File: src/design/uer_pkg.sv
// Shared types, codes and constants of the ultrasonic echo-ranging block.
package uer_pkg;

    localparam int NUM_SLOTS_DEF = 4;

    localparam int S_DATA_W = 40;
    localparam int M_DATA_W = 56;

    localparam logic [15:0] MIN_DUR_RST = 16'd116;
    localparam logic [15:0] MAX_DUR_RST = 16'd23529;
    localparam logic [2:0]  AVG_CNT_RST = 3'd4;

    // floor(w * 17 / 1000) == (w * SCALE_MUL) >> SCALE_SHIFT for every 16-bit w
    localparam logic [25:0] SCALE_MUL   = 26'd36507228;
    localparam int          SCALE_SHIFT = 31;
    localparam int          PROD_W      = 42;
    localparam int          QUOT_W      = PROD_W - SCALE_SHIFT;

    // quotient saturates at 255, so eight restoring steps are enough
    localparam int DIV_STEPS = 8;

    typedef enum logic [1:0] {
        KIND_EDGE,
        KIND_TRIGGER,
        KIND_CHECK,
        KIND_READ
    } kind_t;

    typedef enum logic [1:0] {
        ST_OK,
        ST_NO_DATA,
        ST_SHORT,
        ST_REFUSED
    } status_t;

    typedef enum logic [1:0] {
        CFG_MIN_DUR,
        CFG_MAX_DUR,
        CFG_AVG_CNT
    } cfg_idx_t;

    typedef enum logic [1:0] {
        TOP_IDLE,
        TOP_AVG,
        TOP_HOLD
    } top_state_t;

    typedef enum logic [1:0] {
        AVG_IDLE,
        AVG_SCAN,
        AVG_SAT,
        AVG_DIV
    } avg_state_t;

    typedef struct packed {
        logic [15:0] min_dur;
        logic [15:0] max_dur;
        logic [2:0]  avg_cnt;
    } cfg_t;

    typedef struct packed {
        status_t     status;
        logic        fire;
        logic [7:0]  failed;
        logic [31:0] latest;
    } res_t;

    typedef struct packed {
        logic [7:0]  failed;
        logic [31:0] latest;
    } evt_state_t;

    typedef struct packed {
        logic       done;
        logic [7:0] distance;
    } avg_res_t;

endpackage

File: src/design/uer_event.sv
// Echo, trigger and check event handling with the width slot store.
module uer_event #(
    parameter int NUM_SLOTS = uer_pkg::NUM_SLOTS_DEF
) (
    input  logic                               aclk,
    input  logic                               aresetn,
    input  logic                               evt_en,
    input  uer_pkg::kind_t                     kind,
    input  logic                               echo_level,
    input  logic [31:0]                        time_us,
    input  logic [1:0]                         slot_index,
    input  uer_pkg::cfg_t                      cfg,
    input  logic [$clog2(NUM_SLOTS+1)-1:0]     rd_idx,
    output logic [15:0]                        rd_data,
    output uer_pkg::res_t                      res_o,
    output uer_pkg::evt_state_t                state_o
);
    import uer_pkg::*;

    logic [31:0] start_reg, start_next;
    logic [31:0] latest_reg, latest_next;
    logic        flag_reg, flag_next;
    logic [7:0]  refusal_reg, refusal_next;
    logic [15:0] slots_reg [NUM_SLOTS];

    logic        slot_we;
    logic [31:0] clamped;
    status_t     status;
    logic        fire;

    always_comb begin
        start_next   = start_reg;
        latest_next  = latest_reg;
        flag_next    = flag_reg;
        refusal_next = refusal_reg;
        slot_we      = 1'b0;
        status       = ST_OK;
        fire         = 1'b0;
        clamped      = (latest_reg > {16'b0, cfg.max_dur}) ? {16'b0, cfg.max_dur} : latest_reg;
        unique case (kind)
            KIND_EDGE: begin
                if (echo_level) begin
                    start_next = time_us;
                end else begin
                    latest_next = time_us - start_reg;
                    flag_next   = 1'b1;
                end
            end
            KIND_TRIGGER: begin
                if (echo_level) begin
                    if (refusal_reg != 8'hFF) begin
                        refusal_next = refusal_reg + 8'd1;
                    end
                    status = ST_REFUSED;
                end else begin
                    refusal_next = 8'd0;
                    fire         = 1'b1;
                end
            end
            KIND_CHECK: begin
                if (!flag_reg) begin
                    status = ST_NO_DATA;
                end else begin
                    flag_next = 1'b0;
                    // discard test comes before the clamp
                    if (latest_reg < {16'b0, cfg.min_dur}) begin
                        status = ST_SHORT;
                    end else begin
                        latest_next = clamped;
                        slot_we     = (int'(slot_index) < NUM_SLOTS);
                    end
                end
            end
            KIND_READ: begin
            end
        endcase
    end

    always_ff @(posedge aclk) begin
        if (!aresetn) begin
            start_reg   <= '0;
            latest_reg  <= {16'b0, MAX_DUR_RST};
            flag_reg    <= 1'b0;
            refusal_reg <= '0;
        end else if (evt_en) begin
            start_reg   <= start_next;
            latest_reg  <= latest_next;
            flag_reg    <= flag_next;
            refusal_reg <= refusal_next;
        end
    end

    always_ff @(posedge aclk) begin
        if (!aresetn) begin
            for (int i = 0; i < NUM_SLOTS; i++) begin
                slots_reg[i] <= MAX_DUR_RST;
            end
        end else if (evt_en && slot_we) begin
            for (int i = 0; i < NUM_SLOTS; i++) begin
                if (int'(slot_index) == i) begin
                    slots_reg[i] <= clamped[15:0];
                end
            end
        end
    end

    always_comb begin
        rd_data = '0;
        for (int i = 0; i < NUM_SLOTS; i++) begin
            if (int'(rd_idx) == i) begin
                rd_data = slots_reg[i];
            end
        end
    end

    assign res_o.status   = status;
    assign res_o.fire     = fire;
    assign res_o.failed   = refusal_next;
    assign res_o.latest   = latest_next;
    assign state_o.failed = refusal_reg;
    assign state_o.latest = latest_reg;

endmodule

File: src/design/uer_avg.sv
// Distance averaging sequencer: per-slot scaling multiplier and bit-serial divider.
module uer_avg #(
    parameter int NUM_SLOTS = uer_pkg::NUM_SLOTS_DEF
) (
    input  logic                               aclk,
    input  logic                               aresetn,
    input  logic                               start,
    input  logic [2:0]                         avg_cnt,
    output logic [$clog2(NUM_SLOTS+1)-1:0]     rd_idx,
    input  logic [15:0]                        rd_data,
    output uer_pkg::avg_res_t                  res_o
);
    import uer_pkg::*;

    localparam int CNT_W  = $clog2(NUM_SLOTS + 1);
    localparam int SUM_W  = QUOT_W + CNT_W;
    localparam int STEP_W = $clog2(DIV_STEPS);

    avg_state_t           state_reg, state_next;
    logic [CNT_W-1:0]     idx_reg, idx_next;
    logic [CNT_W-1:0]     n_reg, n_next;
    logic [QUOT_W-1:0]    q_reg, q_next;
    logic                 qv_reg, qv_next;
    logic [SUM_W-1:0]     sum_reg, sum_next;
    logic [CNT_W-1:0]     cnt_reg, cnt_next;
    logic [CNT_W-1:0]     rem_reg, rem_next;
    logic [DIV_STEPS-1:0] shift_reg, shift_next;
    logic [STEP_W-1:0]    step_reg, step_next;
    logic [7:0]           dist_reg, dist_next;
    logic                 done_reg, done_next;

    logic [PROD_W-1:0]    prod;
    logic [CNT_W:0]       trial;
    logic                 qbit;
    logic [CNT_W-1:0]     n_clamp;

    assign prod    = {{(PROD_W-16){1'b0}}, rd_data} * {{(PROD_W-26){1'b0}}, SCALE_MUL};
    assign n_clamp = (int'(avg_cnt) > NUM_SLOTS) ? CNT_W'(NUM_SLOTS) : CNT_W'(avg_cnt);
    assign trial   = {rem_reg, shift_reg[DIV_STEPS-1]};
    assign qbit    = (trial >= {1'b0, cnt_reg});

    always_comb begin
        state_next = state_reg;
        idx_next   = idx_reg;
        n_next     = n_reg;
        q_next     = q_reg;
        qv_next    = qv_reg;
        sum_next   = sum_reg;
        cnt_next   = cnt_reg;
        rem_next   = rem_reg;
        shift_next = shift_reg;
        step_next  = step_reg;
        dist_next  = dist_reg;
        done_next  = 1'b0;
        unique case (state_reg)
            AVG_IDLE: begin
                if (start) begin
                    idx_next   = '0;
                    n_next     = n_clamp;
                    qv_next    = 1'b0;
                    sum_next   = '0;
                    cnt_next   = '0;
                    state_next = AVG_SCAN;
                end
            end
            AVG_SCAN: begin
                // accumulate the width scaled last cycle, scale the next one
                if (qv_reg) begin
                    sum_next = sum_reg + SUM_W'(q_reg);
                    cnt_next = cnt_reg + CNT_W'(1);
                end
                if (idx_reg < n_reg) begin
                    q_next   = prod[PROD_W-1:SCALE_SHIFT];
                    qv_next  = (rd_data != 16'd0);
                    idx_next = idx_reg + CNT_W'(1);
                end else begin
                    qv_next    = 1'b0;
                    state_next = AVG_SAT;
                end
            end
            AVG_SAT: begin
                if (cnt_reg == '0) begin
                    dist_next  = 8'd0;
                    done_next  = 1'b1;
                    state_next = AVG_IDLE;
                end else if (sum_reg >= SUM_W'({cnt_reg, 8'b0})) begin
                    dist_next  = 8'hFF;
                    done_next  = 1'b1;
                    state_next = AVG_IDLE;
                end else begin
                    // upper part is below the divisor, start from it
                    rem_next   = CNT_W'(sum_reg >> DIV_STEPS);
                    shift_next = sum_reg[DIV_STEPS-1:0];
                    step_next  = '0;
                    state_next = AVG_DIV;
                end
            end
            AVG_DIV: begin
                rem_next   = qbit ? CNT_W'(trial - {1'b0, cnt_reg}) : trial[CNT_W-1:0];
                shift_next = {shift_reg[DIV_STEPS-2:0], qbit};
                step_next  = step_reg + STEP_W'(1);
                if (step_reg == STEP_W'(DIV_STEPS - 1)) begin
                    dist_next  = {shift_reg[DIV_STEPS-2:0], qbit};
                    done_next  = 1'b1;
                    state_next = AVG_IDLE;
                end
            end
            default: begin
                state_next = AVG_IDLE;
            end
        endcase
    end

    always_ff @(posedge aclk) begin
        if (!aresetn) begin
            state_reg <= AVG_IDLE;
            done_reg  <= 1'b0;
            qv_reg    <= 1'b0;
        end else begin
            state_reg <= state_next;
            done_reg  <= done_next;
            qv_reg    <= qv_next;
        end
    end

    always_ff @(posedge aclk) begin
        idx_reg   <= idx_next;
        n_reg     <= n_next;
        q_reg     <= q_next;
        sum_reg   <= sum_next;
        cnt_reg   <= cnt_next;
        rem_reg   <= rem_next;
        shift_reg <= shift_next;
        step_reg  <= step_next;
        dist_reg  <= dist_next;
    end

    assign rd_idx         = idx_reg;
    assign res_o.done     = done_reg;
    assign res_o.distance = dist_reg;

endmodule

File: src/design/ultrasonic_echo_ranging.sv
// Top level of the ultrasonic echo-ranging front end.
//
//   channel   direction   transfer on            contents
//   s_*       in          s_tvalid & s_tready    one event
//   m_*       out         m_tvalid & m_tready    one result per event
//   cfg_*     in          cfg_wr_en              register write
//
// The result of an edge, trigger or check event sits in the output register the
// next cycle, and a new event can be taken in the same cycle.
// A read scans min(average_count, NUM_SLOTS) slots, one multiplier pass per
// slot, then runs an eight-step one-bit-per-cycle divider that is skipped when
// no slot is valid or the average saturates. s_tready is low during the read.
// Reset is synchronous, active low, and restores the configuration register defaults.
// A stalled m_tready holds the result and blocks the next transfer only when
// the output register is still full.
module ultrasonic_echo_ranging #(
    parameter int NUM_SLOTS = uer_pkg::NUM_SLOTS_DEF
) (
    input  logic                           aclk,
    input  logic                           aresetn,
    input  logic                           s_tvalid,
    output logic                           s_tready,
    // [0] echo_level, [32:1] time_us, [34:33] slot_index, [39:35] zero
    input  logic [uer_pkg::S_DATA_W-1:0]   s_tdata,
    // [1:0] kind
    input  logic [1:0]                     s_tuser,
    output logic                           m_tvalid,
    input  logic                           m_tready,
    // [0] fire_trigger, [8:1] failed_count, [16:9] distance_cm,
    // [48:17] latest_width, [55:49] zero
    output logic [uer_pkg::M_DATA_W-1:0]   m_tdata,
    // [1:0] status
    output logic [1:0]                     m_tuser,
    input  logic                           cfg_wr_en,
    input  logic [1:0]                     cfg_addr,
    input  logic [15:0]                    cfg_wdata
);
    import uer_pkg::*;

    cfg_t                           cfg_reg;
    top_state_t                     state_reg, state_next;
    logic                           m_tvalid_reg, m_tvalid_next;
    logic [M_DATA_W-1:0]            m_tdata_reg, m_tdata_next;
    logic [1:0]                     m_tuser_reg, m_tuser_next;

    kind_t                          kind;
    logic                           out_free;
    logic                           accept;
    logic                           is_read;
    logic                           evt_en;
    logic                           avg_start;
    logic [$clog2(NUM_SLOTS+1)-1:0] rd_idx;
    logic [15:0]                    rd_data;
    res_t                           evt_res;
    evt_state_t                     evt_state;
    avg_res_t                       avg_res;

    assign kind      = kind_t'(s_tuser);
    assign out_free  = !m_tvalid_reg || m_tready;
    assign s_tready  = (state_reg == TOP_IDLE) && out_free;
    assign accept    = s_tvalid && s_tready;
    assign is_read   = (kind == KIND_READ);
    assign evt_en    = accept && !is_read;
    assign avg_start = accept && is_read;

    always_ff @(posedge aclk) begin
        if (!aresetn) begin
            cfg_reg.min_dur <= MIN_DUR_RST;
            cfg_reg.max_dur <= MAX_DUR_RST;
            cfg_reg.avg_cnt <= AVG_CNT_RST;
        end else if (cfg_wr_en) begin
            unique case (cfg_idx_t'(cfg_addr))
                CFG_MIN_DUR: cfg_reg.min_dur <= cfg_wdata;
                CFG_MAX_DUR: cfg_reg.max_dur <= cfg_wdata;
                CFG_AVG_CNT: cfg_reg.avg_cnt <= cfg_wdata[2:0];
                default: begin
                end
            endcase
        end
    end

    uer_event #(
        .NUM_SLOTS(NUM_SLOTS)
    ) u_event (
        .aclk      (aclk),
        .aresetn   (aresetn),
        .evt_en    (evt_en),
        .kind      (kind),
        .echo_level(s_tdata[0]),
        .time_us   (s_tdata[32:1]),
        .slot_index(s_tdata[34:33]),
        .cfg       (cfg_reg),
        .rd_idx    (rd_idx),
        .rd_data   (rd_data),
        .res_o     (evt_res),
        .state_o   (evt_state)
    );

    uer_avg #(
        .NUM_SLOTS(NUM_SLOTS)
    ) u_avg (
        .aclk   (aclk),
        .aresetn(aresetn),
        .start  (avg_start),
        .avg_cnt(cfg_reg.avg_cnt),
        .rd_idx (rd_idx),
        .rd_data(rd_data),
        .res_o  (avg_res)
    );

    always_comb begin
        state_next    = state_reg;
        m_tvalid_next = m_tvalid_reg && !m_tready;
        m_tdata_next  = m_tdata_reg;
        m_tuser_next  = m_tuser_reg;
        unique case (state_reg)
            TOP_IDLE: begin
                if (accept) begin
                    if (is_read) begin
                        state_next = TOP_AVG;
                    end else begin
                        m_tvalid_next = 1'b1;
                        m_tuser_next  = evt_res.status;
                        m_tdata_next  = {7'b0, evt_res.latest, 8'd0, evt_res.failed,
                                         evt_res.fire};
                    end
                end
            end
            TOP_AVG, TOP_HOLD: begin
                // hold the averaged result until the output register frees up
                if ((state_reg == TOP_HOLD) || avg_res.done) begin
                    if (out_free) begin
                        m_tvalid_next = 1'b1;
                        m_tuser_next  = ST_OK;
                        m_tdata_next  = {7'b0, evt_state.latest, avg_res.distance,
                                         evt_state.failed, 1'b0};
                        state_next    = TOP_IDLE;
                    end else begin
                        state_next = TOP_HOLD;
                    end
                end
            end
            default: begin
                state_next = TOP_IDLE;
            end
        endcase
    end

    always_ff @(posedge aclk) begin
        if (!aresetn) begin
            state_reg    <= TOP_IDLE;
            m_tvalid_reg <= 1'b0;
        end else begin
            state_reg    <= state_next;
            m_tvalid_reg <= m_tvalid_next;
        end
    end

    always_ff @(posedge aclk) begin
        m_tdata_reg <= m_tdata_next;
        m_tuser_reg <= m_tuser_next;
    end

    assign m_tvalid = m_tvalid_reg;
    assign m_tdata  = m_tdata_reg;
    assign m_tuser  = m_tuser_reg;

endmodule

File: config.mk
export PLATFORM = sky130hd
export DESIGN_NAME = ultrasonic_echo_ranging
export DESIGN_NICKNAME = d
export VERILOG_FILES = /design/src/design/uer_pkg.sv /design/src/design/uer_event.sv /design/src/design/uer_avg.sv /design/src/design/ultrasonic_echo_ranging.sv
export SDC_FILE = /design/constraint.sdc
export NUM_CORES = 1
export LEC_CHECK = 0
export ABC_AREA = 1
export BUFFER_PORTS_ARGS = -buffer_cell sky130_fd_sc_hd__buf_2
export CAP_MARGIN = 10
export CORE_ASPECT_RATIO = 0.5
export CORE_MARGIN = 10
export CORE_UTILIZATION = 68
export DETAILED_ROUTE_END_ITERATION = 16
export PLACE_DENSITY = 0.95
export SLEW_MARGIN = 20
export SYNTH_ARGS = -nofsm -noshare
export SYNTH_HDL_FRONTEND = slang
export SYNTH_SLANG_ARGS = --single-unit
export TNS_END_PERCENT = 20
File: constraint.sdc
create_clock -name aclk -period 11.6 [get_ports aclk]
set_input_delay 1.16 -clock aclk [delete_from_list [all_inputs] [get_ports aclk]]
set_output_delay 1.16 -clock aclk [all_outputs]
set_load 0.01 [all_outputs]
## Word level (Yosys, flattened, before mapping)

Memories as Yosys holds them, arrays and structs flattened.
Cells that the tools add are included.

- Memories: 1
- Flip-flop bits (word level): 229
- Input port bits: 65
- Memory bits (writable): 64

Memory list:

| memory | depth | bits a word | rd ports | clocked after Yosys merged registers in | wr ports | line | RTL |
|---|---|---|---|---|---|---|---|
| u_event.slots_reg | 4 | 16 | 4 | 0 | 4 | uer_event.sv:24 | `logic [15:0] slots_reg [NUM_SLOTS];` |

- Reductions and logical operators: 39
- Mux-type cells: 99
- Magnitude comparators: 6
- Bitwise logic cells: 4
- $add $sub $neg: 7
- Equal/unequal tests: 32
- Multiply operators: 1

Operator list:

| operator | count |
|---|---|
| $mux W56 | 4 |
| $mux W16 | 8 |
| $mux W32 | 4 |
| $pmux W56 S2 | 1 |
| $mux W8 | 8 |
| $pmux W32 S2 | 1 |
| $mul A16 B24 Y40 const B | 1 |
| $gt A32 B16 Y1 | 1 |
| $lt A32 B16 Y1 | 1 |
| $mux W1 | 32 |
| $mux W2 | 16 |
| $pmux W8 S2 | 2 |
| $sub A32 B32 Y32 | 1 |
| $mux W14 | 2 |
| $pmux W14 S2 | 1 |
| $mux W3 | 8 |
| $pmux W3 S2 | 4 |
| $reduce_and A3 Y1 | 8 |
| $ne A2 B2 Y1 const B | 10 |
| $eq A2 B2 Y1 const B | 8 |
| $reduce_bool A16 Y1 | 1 |
| $add A14 B11 Y14 | 1 |
| $ge A14 B11 Y1 | 1 |
| $pmux W2 S2 | 3 |
| other kinds (24) | 61 |

## Longest topological paths before layout

Gate-level depths: netlist of the first run.

- Depth after elaboration: 10
- Depth in mapped cells: 35
- Mapped depth without buffers: 33

## Cells and area by module

A second synthesis of the first run with hierarchy kept.

- Cells, all modules: 3063
- Area total of the unflattened synthesis: 23537.6 µm²

By module, submodules not included:

| module | area an instance (µm²) | cells each | seq. area each (µm²) | times used |
|---|---|---|---|---|
| uer_event | 9947.0 | 1492 | 3383.2 | 1 |
| uer_avg | 9914.5 | 1156 | 1761.7 | 1 |
| ultrasonic_echo_ranging | 3676.0 | 415 | 2292.2 | 1 |

## Worst setup path before layout of the first run

Ideal clock, no wire load.

- Path kind: reg2reg
- Start: reg u_avg.idx_reg[1], in the netlist u_avg.rd_idx[1]
- End: reg u_avg.q_reg[7] (data pin)
- Buffers on the path: 2
- Slack: 5.061 ns
- Library setup time: 0.269 ns
- Data required time: 11.331 ns
- Cell stages (with the launch flop): 33
- Arrival: 6.270 ns
- Cell sequence: edfxtp_1 > inv_1 > ha_1 > buf_2 > nand2_1 > inv_1 > clkbuf_1 > a22oi_1 > nand2_1 > inv_1 > o21ai_0 > inv_1 > fa_1 > inv_1 > ha_1 > inv_1 > fa_1 > inv_1 > fa_1 > inv_1 > fa_1 > fa_1 > inv_1 > ha_1 > nand2_1 > inv_1 > a21oi_1 > o21ai_0 > nand3_1 > nand3_1 > a21oi_1 > o31ai_1 > xor2_1

- Longest elaborated chain between the ends: 6
- Elaborated cells between the ends (all ways): 9

Ends and longest elaborated chain:

| element | line | RTL |
|---|---|---|
| start: declaration | uer_avg.sv:20 | `logic [CNT_W-1:0] idx_reg, idx_next;` |
| start signal: assignment | uer_avg.sv:127 | `idx_reg <= idx_next;` |
| $logic_not A3 Y1 | uer_event.sv:110 | `if (int'(rd_idx) == i) begin` |
| $mux W16 (3 in series) | uer_event.sv:110 |  |
| $mux W16 (*) | uer_event.sv:110 |  |
| $mul A16 B24 Y40 (*) | uer_avg.sv:37 | `assign prod = {{(PROD_W-16){1'b0}}, rd_data} * {{(PROD_W-26){1'b0}}, SCALE_MUL};` |
| named net u_avg.prod[38] | uer_avg.sv:32 | `logic [PROD_W-1:0] prod;` |
| end signal: assignment | uer_avg.sv:129 | `q_reg <= q_next;` |
| end: declaration | uer_avg.sv:22 | `logic [QUOT_W-1:0] q_reg, q_next;` |

The timed path passes the listed nets; every way through them passes the cells marked *.
A chain may end at the register's enable or synchronous reset.

## Worst setup path after layout of the first run

- Start: reg u_avg.idx_reg[0], in the netlist u_avg.rd_idx[0]
- End: reg u_avg.q_reg[7] (data pin)

Same word-level chain as after synthesis.

==> qor.yml, run 1 <==
status: "finished clean"
endpoint_kind: "flop"
numCtsBuffers: 26
reg2reg_slack_ns: 3.50
htree_levels: 1
synth_cells: 2990
drive_above_1_share_pct: 6.40
dp_hpwl_um: 48900
reg2reg_from: "u_avg.rd_idx[0]"
min_from: "u_event.start_reg[16]"
final.setup_skew_ns: 0.0266
fmax_ghz: 0.123
fin_crit_ns: 8.10
antenna_found_initial: 0
grt_pass1_vias: 20600
cts_resized: 0
yosysMostFrequentCell: "nand2_1"
via_per_inst: 6.02
totalNegativeSetupSlack_ns: 0
finalCritPeriodShare_pct: 69.8
rsz0062_at_grt: "no"
clock_latency_ns: 0.57
grtUsageTotal_pct: 30.1
num-nets-final: 3516
worstMarginPinSlew_ns: 1.07
maxCapViolCount: 0
postRouteAntennaNets: 0
slowest_delay_ns: 0.82
largest_reg_flops: 64
crit_fanout: 21
r2r_end: "u_avg.q_reg[7]"
startpoint_type: "flop"
start_util_pct: 69.9
io_pins: 125
port_buffers: 112
synth-warning-count: 0
synth-seq-cells: 286
async_flop_share_pct: 0
antenna_cells: 0
finalSetupViolCount: 0
crit_buf_inv: 9
arrival_ns: 8.39
grt_start_max_net_pins: 81
drt-total-wl_um: 65600
crit_family: "adder cells"
rows: 47
die_y_um: 151
grt_pass1_wl_um: 103000
syn_area_per_cell_um2: 7.82
multi_input_area_um2: 13400
die_area_um2: 42700
cts_setup_buffers: 0
overflow: 0
register_area_um2: 7440
reg2regPathDepth: 25
yosysTopAreaCell: "edfxtp_1"
die_w_um: 282
cts_tree: "yes"
clkTransAtPathRegs_ns: 0.07
crit_slowest_cell: "o21ai_0"
gp_congestion: 0.959
cts.sinks: 286
synth.cells.most_frequent: "nand2_1 (653), inv_1 (559), ha_1 (273)"
synthDominantCellAreaShare_pct: 22.0
first_pass_iters: 6
hold_viol_final: 0
drc: 0
area_growth_pct: 6.92
path_class: "reg2reg"
finalMaxSlewViolations: 0
min_to: "u_event.start_reg[16]"
vias: 21200
cts_buffer_depth: 3
root_buffer: "clkbuf_16"
core_area_um2: 33500
max_slew_margin_pct: 28.1
crit_top_cell: "inv_1"
yosys_most_used_dff: "edfxtp_1"
synth-seq-area-share_pct: 31.8
synth_edf_count: 171
holdPathStages: 2
required_ns: 11.88
hold_class: "reg2reg"
n_fill_cell: 2343
ys_types: 54
holdBufCountCts: 0
detail_route.iter0.violations: 2767
post_drt_wl_per_cell_um: 18.6
synthTopCellsByArea: "edfxtp_1 (22%), ha_1 (15%), nand2_1 (10%)"
syn_area_um2: 23400
[tightest hold or removal path, delay by kind of cell, from the launching register on]
kind,cells,cell delay [ns]
flip-flops,1,0.30
buffers and inverters,1,0.06
AO/OA/AOI/OAI,1,0.05
[cell families after synthesis]
logic type	after synthesis	synth area share, %
buf+inv	657	10.9
fa+ha+maj	389	24.5
xor+xnor	8	0.300
simple gates	1109	19.9
compound gates	540	12.6
flops	286	31.8
other cells	1	0.0160
[routing by layer]
layer	track usage, %	vias to the layer above	routed length, um
li1	-	9851	-
met1	36.1	9800	24700
met2	52.6	1257	31200
met3	4.68	275	6080
met4	15.3	0	3590
met5	0	-	0
[worst max path at each step]
stage	start	end	slack, ns	depth (start not counted)
after floorplan	u_avg.rd_idx[1]	u_avg.q_reg[7]	5.06	32
after global placement	u_avg.rd_idx[0]	u_avg.q_reg[5]	3.85	26
after detailed placement	u_avg.rd_idx[0]	u_avg.q_reg[7]	3.62	25
after CTS	u_avg.rd_idx[0]	u_avg.q_reg[7]	3.61	25
after global routing	u_avg.rd_idx[0]	u_avg.q_reg[3]	3.06	28
final	u_avg.rd_idx[0]	u_avg.q_reg[7]	3.50	25
[final cells by class]
cell class              count  area share [%]
clock buffers              37            3.01
clock inverters             9           0.170
inverters                 574            8.62
multi-input cells        2053            53.7
flip-flops and latches    286            29.7
well taps                 441            2.21
repair buffers            121            2.51
[cells in the final DEF, fill, tap and decap left out, types with 6 or more instances in the layout]
cell type,n
buf_2,112
xor2_1,6
nor4_1,6
o211ai_1,15
nand2_1,653
nand4_1,31
nor2_1,185
nor3_1,24
o22ai_1,15
clkbuf_1,6
inv_1,558
o21a_1,16
nor2_2,8
buf_4,9
conb_1,7
and2_1,17
a31oi_1,11
inv_2,13
ha_1,272
o21bai_1,9
clkbuf_16,27
edfxtp_1,171
o21ai_0,177
fa_1,116
clkinv_1,9
nand3_1,165
a21oi_1,259
dfxtp_1,115
[through the flow]
stage,util (%),setup WS [ns],cell area [um^2],hold WS [ns],instances
6_report,74.7,3.50,25000,0.458,3521
5_1_grt,74.7,3.06,25000,0.474,3521
3_3_place_gp,72.3,3.85,24200,0.444,3475
4_1_cts,74.7,3.61,25000,0.461,3521
3_5_place_dp,72.3,3.62,24200,0.451,3475
2_1_floorplan,-,5.06,23400,0.433,2996
Power of run 1 is not shown: default switching activity piles up to over one toggle a cycle in this logic, so the estimate is an artifact.
==> run 2: changes to the inputs <==
--- a/config.mk
+++ b/config.mk
@@ -10,9 +10,9 @@
 export CAP_MARGIN = 10
 export CORE_ASPECT_RATIO = 0.5
 export CORE_MARGIN = 10
-export CORE_UTILIZATION = 68
+export CORE_UTILIZATION = 57
 export DETAILED_ROUTE_END_ITERATION = 16
-export PLACE_DENSITY = 0.95
+export PLACE_DENSITY = 0.88
 export SLEW_MARGIN = 20
 export SYNTH_ARGS = -nofsm -noshare
 export SYNTH_HDL_FRONTEND = slang
==> constraint.sdc (replaced) <==
create_clock -name aclk -period 7 [get_ports aclk]
set_input_delay 0.7 -clock aclk [delete_from_list [all_inputs] [get_ports aclk]]
set_output_delay 0.7 -clock aclk [all_outputs]
set_load 0.01 [all_outputs]
==> run 2 against run 1 <==
  * First-iteration DRC count is 22% lower
  * Worst setup slack worse by 3.2 ns
  * Maximum frequency is 22% higher
  * Routed wire length is 4.6% lower
  * Non-clock buffer count is 45 higher
  * Via count is 1.9% lower
  * Largest cell class unchanged
  * Highest routed layer unchanged
==> qor.yml, run 2 (synthesized netlist as in run 1, its figures left out) <==
status: "finished clean"  # unchanged
layout_commonest_cell: "nand2_1"  # unchanged
holdBufCountCts: 0  # unchanged
antenna_cells: 0  # unchanged
htree_levels: 1  # unchanged
rows: 52  # was 47
reg2reg_slack_ns: 0.35  # was 3.50 ns
min_from: "cfg_wdata[12]"  # was u_event.start_reg[16]
max_slew_margin_pct: 26.7  # was 28.1%
die_w_um: 306  # was 282 um
cts_resized: 0  # unchanged
hold_class: "in2reg"  # was reg2reg
drive_above_1_share_pct: 8.12  # was 6.40%
die_area_um2: 50000  # was 42700 um^2
maxCapViolCount: 0  # unchanged
startpoint_type: "flop"  # unchanged
totalNegativeSetupSlack_ns: 0  # unchanged
drc: 0  # unchanged
n_fill_cell: 3262  # was 2343
mostFrequentLayoutCells: "nand2_1 (653), inv_1 (557), ha_1 (273)"  # was nand2_1 (653), inv_1 (558), ha_1 (272)
reg2regPathDepth: 29  # was 25
post_drt_wl_per_cell_um: 17.1  # was 18.6 um
die_y_um: 163  # was 151 um
grtUsageTotal_pct: 24.3  # was 30.1%
endpoint_kind: "flop"  # unchanged
clock_latency_ns: 0.56  # was 0.57 ns
holdPathStages: 3  # was 2
min_to: "cfg_reg[15]"  # was u_event.start_reg[16]
reg2reg_from: "u_avg.rd_idx[1]"  # was u_avg.rd_idx[0]
slowest_delay_ns: 0.54  # was 0.82 ns
dp_cells: 3619  # was 3475
grt_start_max_net_pins: 81  # unchanged
drt-total-wl_um: 62600  # was 65600 um
cts_tree: "yes"  # unchanged
fin_crit_ns: 6.65  # was 8.10 ns
detail_route.iter0.violations: 2154  # was 2767
crit_fanout: 12  # was 21
crit_slowest_cell: "fa_1"  # was o21ai_0
postRouteAntennaNets: 0  # unchanged
crit_top_cell: "inv_1"  # unchanged
via_per_inst: 5.66  # was 6.02
clkTransAtPathRegs_ns: 0.07  # about the same
grt_pass1_vias: 20400  # was 20600
finalCritPeriodShare_pct: 95.0  # was 69.8%
numCtsBuffers: 27  # was 26
io_pins: 125  # unchanged
vias: 20800  # was 21200
first_pass_iters: 8  # was 6
final_cells: 3669  # was 3521
arrival_ns: 6.96  # was 8.39 ns
dp_hpwl_um: 48700  # was 48900 um
root_buffer: "clkbuf_16"  # unchanged
final.setup_skew_ns: 0.0128  # was 0.0266 ns
final_cell_area_um2: 25600  # was 25000 um^2
finalMaxSlewViolations: 0  # unchanged
placed_area_um2: 24700  # was 24200 um^2
rsz0062_at_grt: "no"  # unchanged
fmax_ghz: 0.150  # was 0.123 GHz
r2r_end: "u_avg.q_reg[10]"  # was u_avg.q_reg[7]
grt_pass1_wl_um: 101000  # was 103000 um
worstMarginPinSlew_ns: 1.10  # was 1.07 ns
path_class: "reg2reg"  # unchanged
cts.sinks: 286  # unchanged
area_growth_pct: 9.29  # was 6.92%
cts_buffer_depth: 3  # unchanged
cts_setup_buffers: 0  # unchanged
core_area_um2: 40500  # was 33500 um^2
num-nets-final: 3562  # was 3516
required_ns: 7.30  # was 11.88 ns
largest_reg_flops: 64  # unchanged
whs_ns: 0.385  # was 0.458 ns
antenna_found_initial: 0  # unchanged
start_util_pct: 57.8  # was 69.9%
hold_viol_final: 0  # unchanged
port_buffers: 112  # unchanged
gp_congestion: 0.988  # was 0.959
finalSetupViolCount: 0  # unchanged
overflow: 0  # unchanged
## run 2: stage by stage
step                worst slack, ns  utilization (%)
floorplan                     0.461                -
global placement              0.430             61.0
detailed placement            0.300             61.0
CTS                           0.275             63.1
global route                 0.0102             63.2
finish                        0.347             63.2
## run 2: layout make-up
type | instances | area (um^2) | share of cell area (%)
clock buffers | 29 | 683 | 2.67
multi-input cells | 2053 | 13400 | 52.6
clock inverters | 21 | 206 | 0.808
inverters | 574 | 2150 | 8.43
repair buffers | 166 | 966 | 3.78
flip-flops and latches | 286 | 7440 | 29.1
well taps | 540 | 676 | 2.64
## run 2: worst max-delay path by stage
stage / slack (ns) / to / start / depth (start not counted)
global route: 0.01 / u_avg.q_reg[5] / u_avg.rd_idx[1] / 30
detailed placement: 0.30 / u_avg.q_reg[8] / u_avg.rd_idx[1] / 31
floorplan: 0.46 / u_avg.q_reg[7] / u_avg.rd_idx[1] / 32
CTS: 0.27 / u_avg.q_reg[10] / u_avg.rd_idx[1] / 29
finish: 0.35 / u_avg.q_reg[10] / u_avg.rd_idx[1] / 29
global placement: 0.43 / u_avg.q_reg[5] / u_avg.rd_idx[0] / 28
## run 2: routing by layer
layer,vias up,wire [um],track usage (%)
li1,9934,-,-
met1,9700,24500,29.2
met2,949,30000,43.0
met3,192,5230,3.57
met4,0,2820,11.1
met5,-,0,0
## run 2: worst max-delay path, delay by kind of cell, from the launching register on
family / cells / cell delay [ns]
flip-flops: 1 / 0.43
buffers and inverters: 10 / 0.93
XOR/XNOR: 1 / 0.16
adder cells (fa/ha/maj): 8 / 3.43
AO/OA/AOI/OAI: 7 / 1.11
AND/OR/NAND/NOR: 3 / 0.33
Power of run 2 is left out for the same reason.
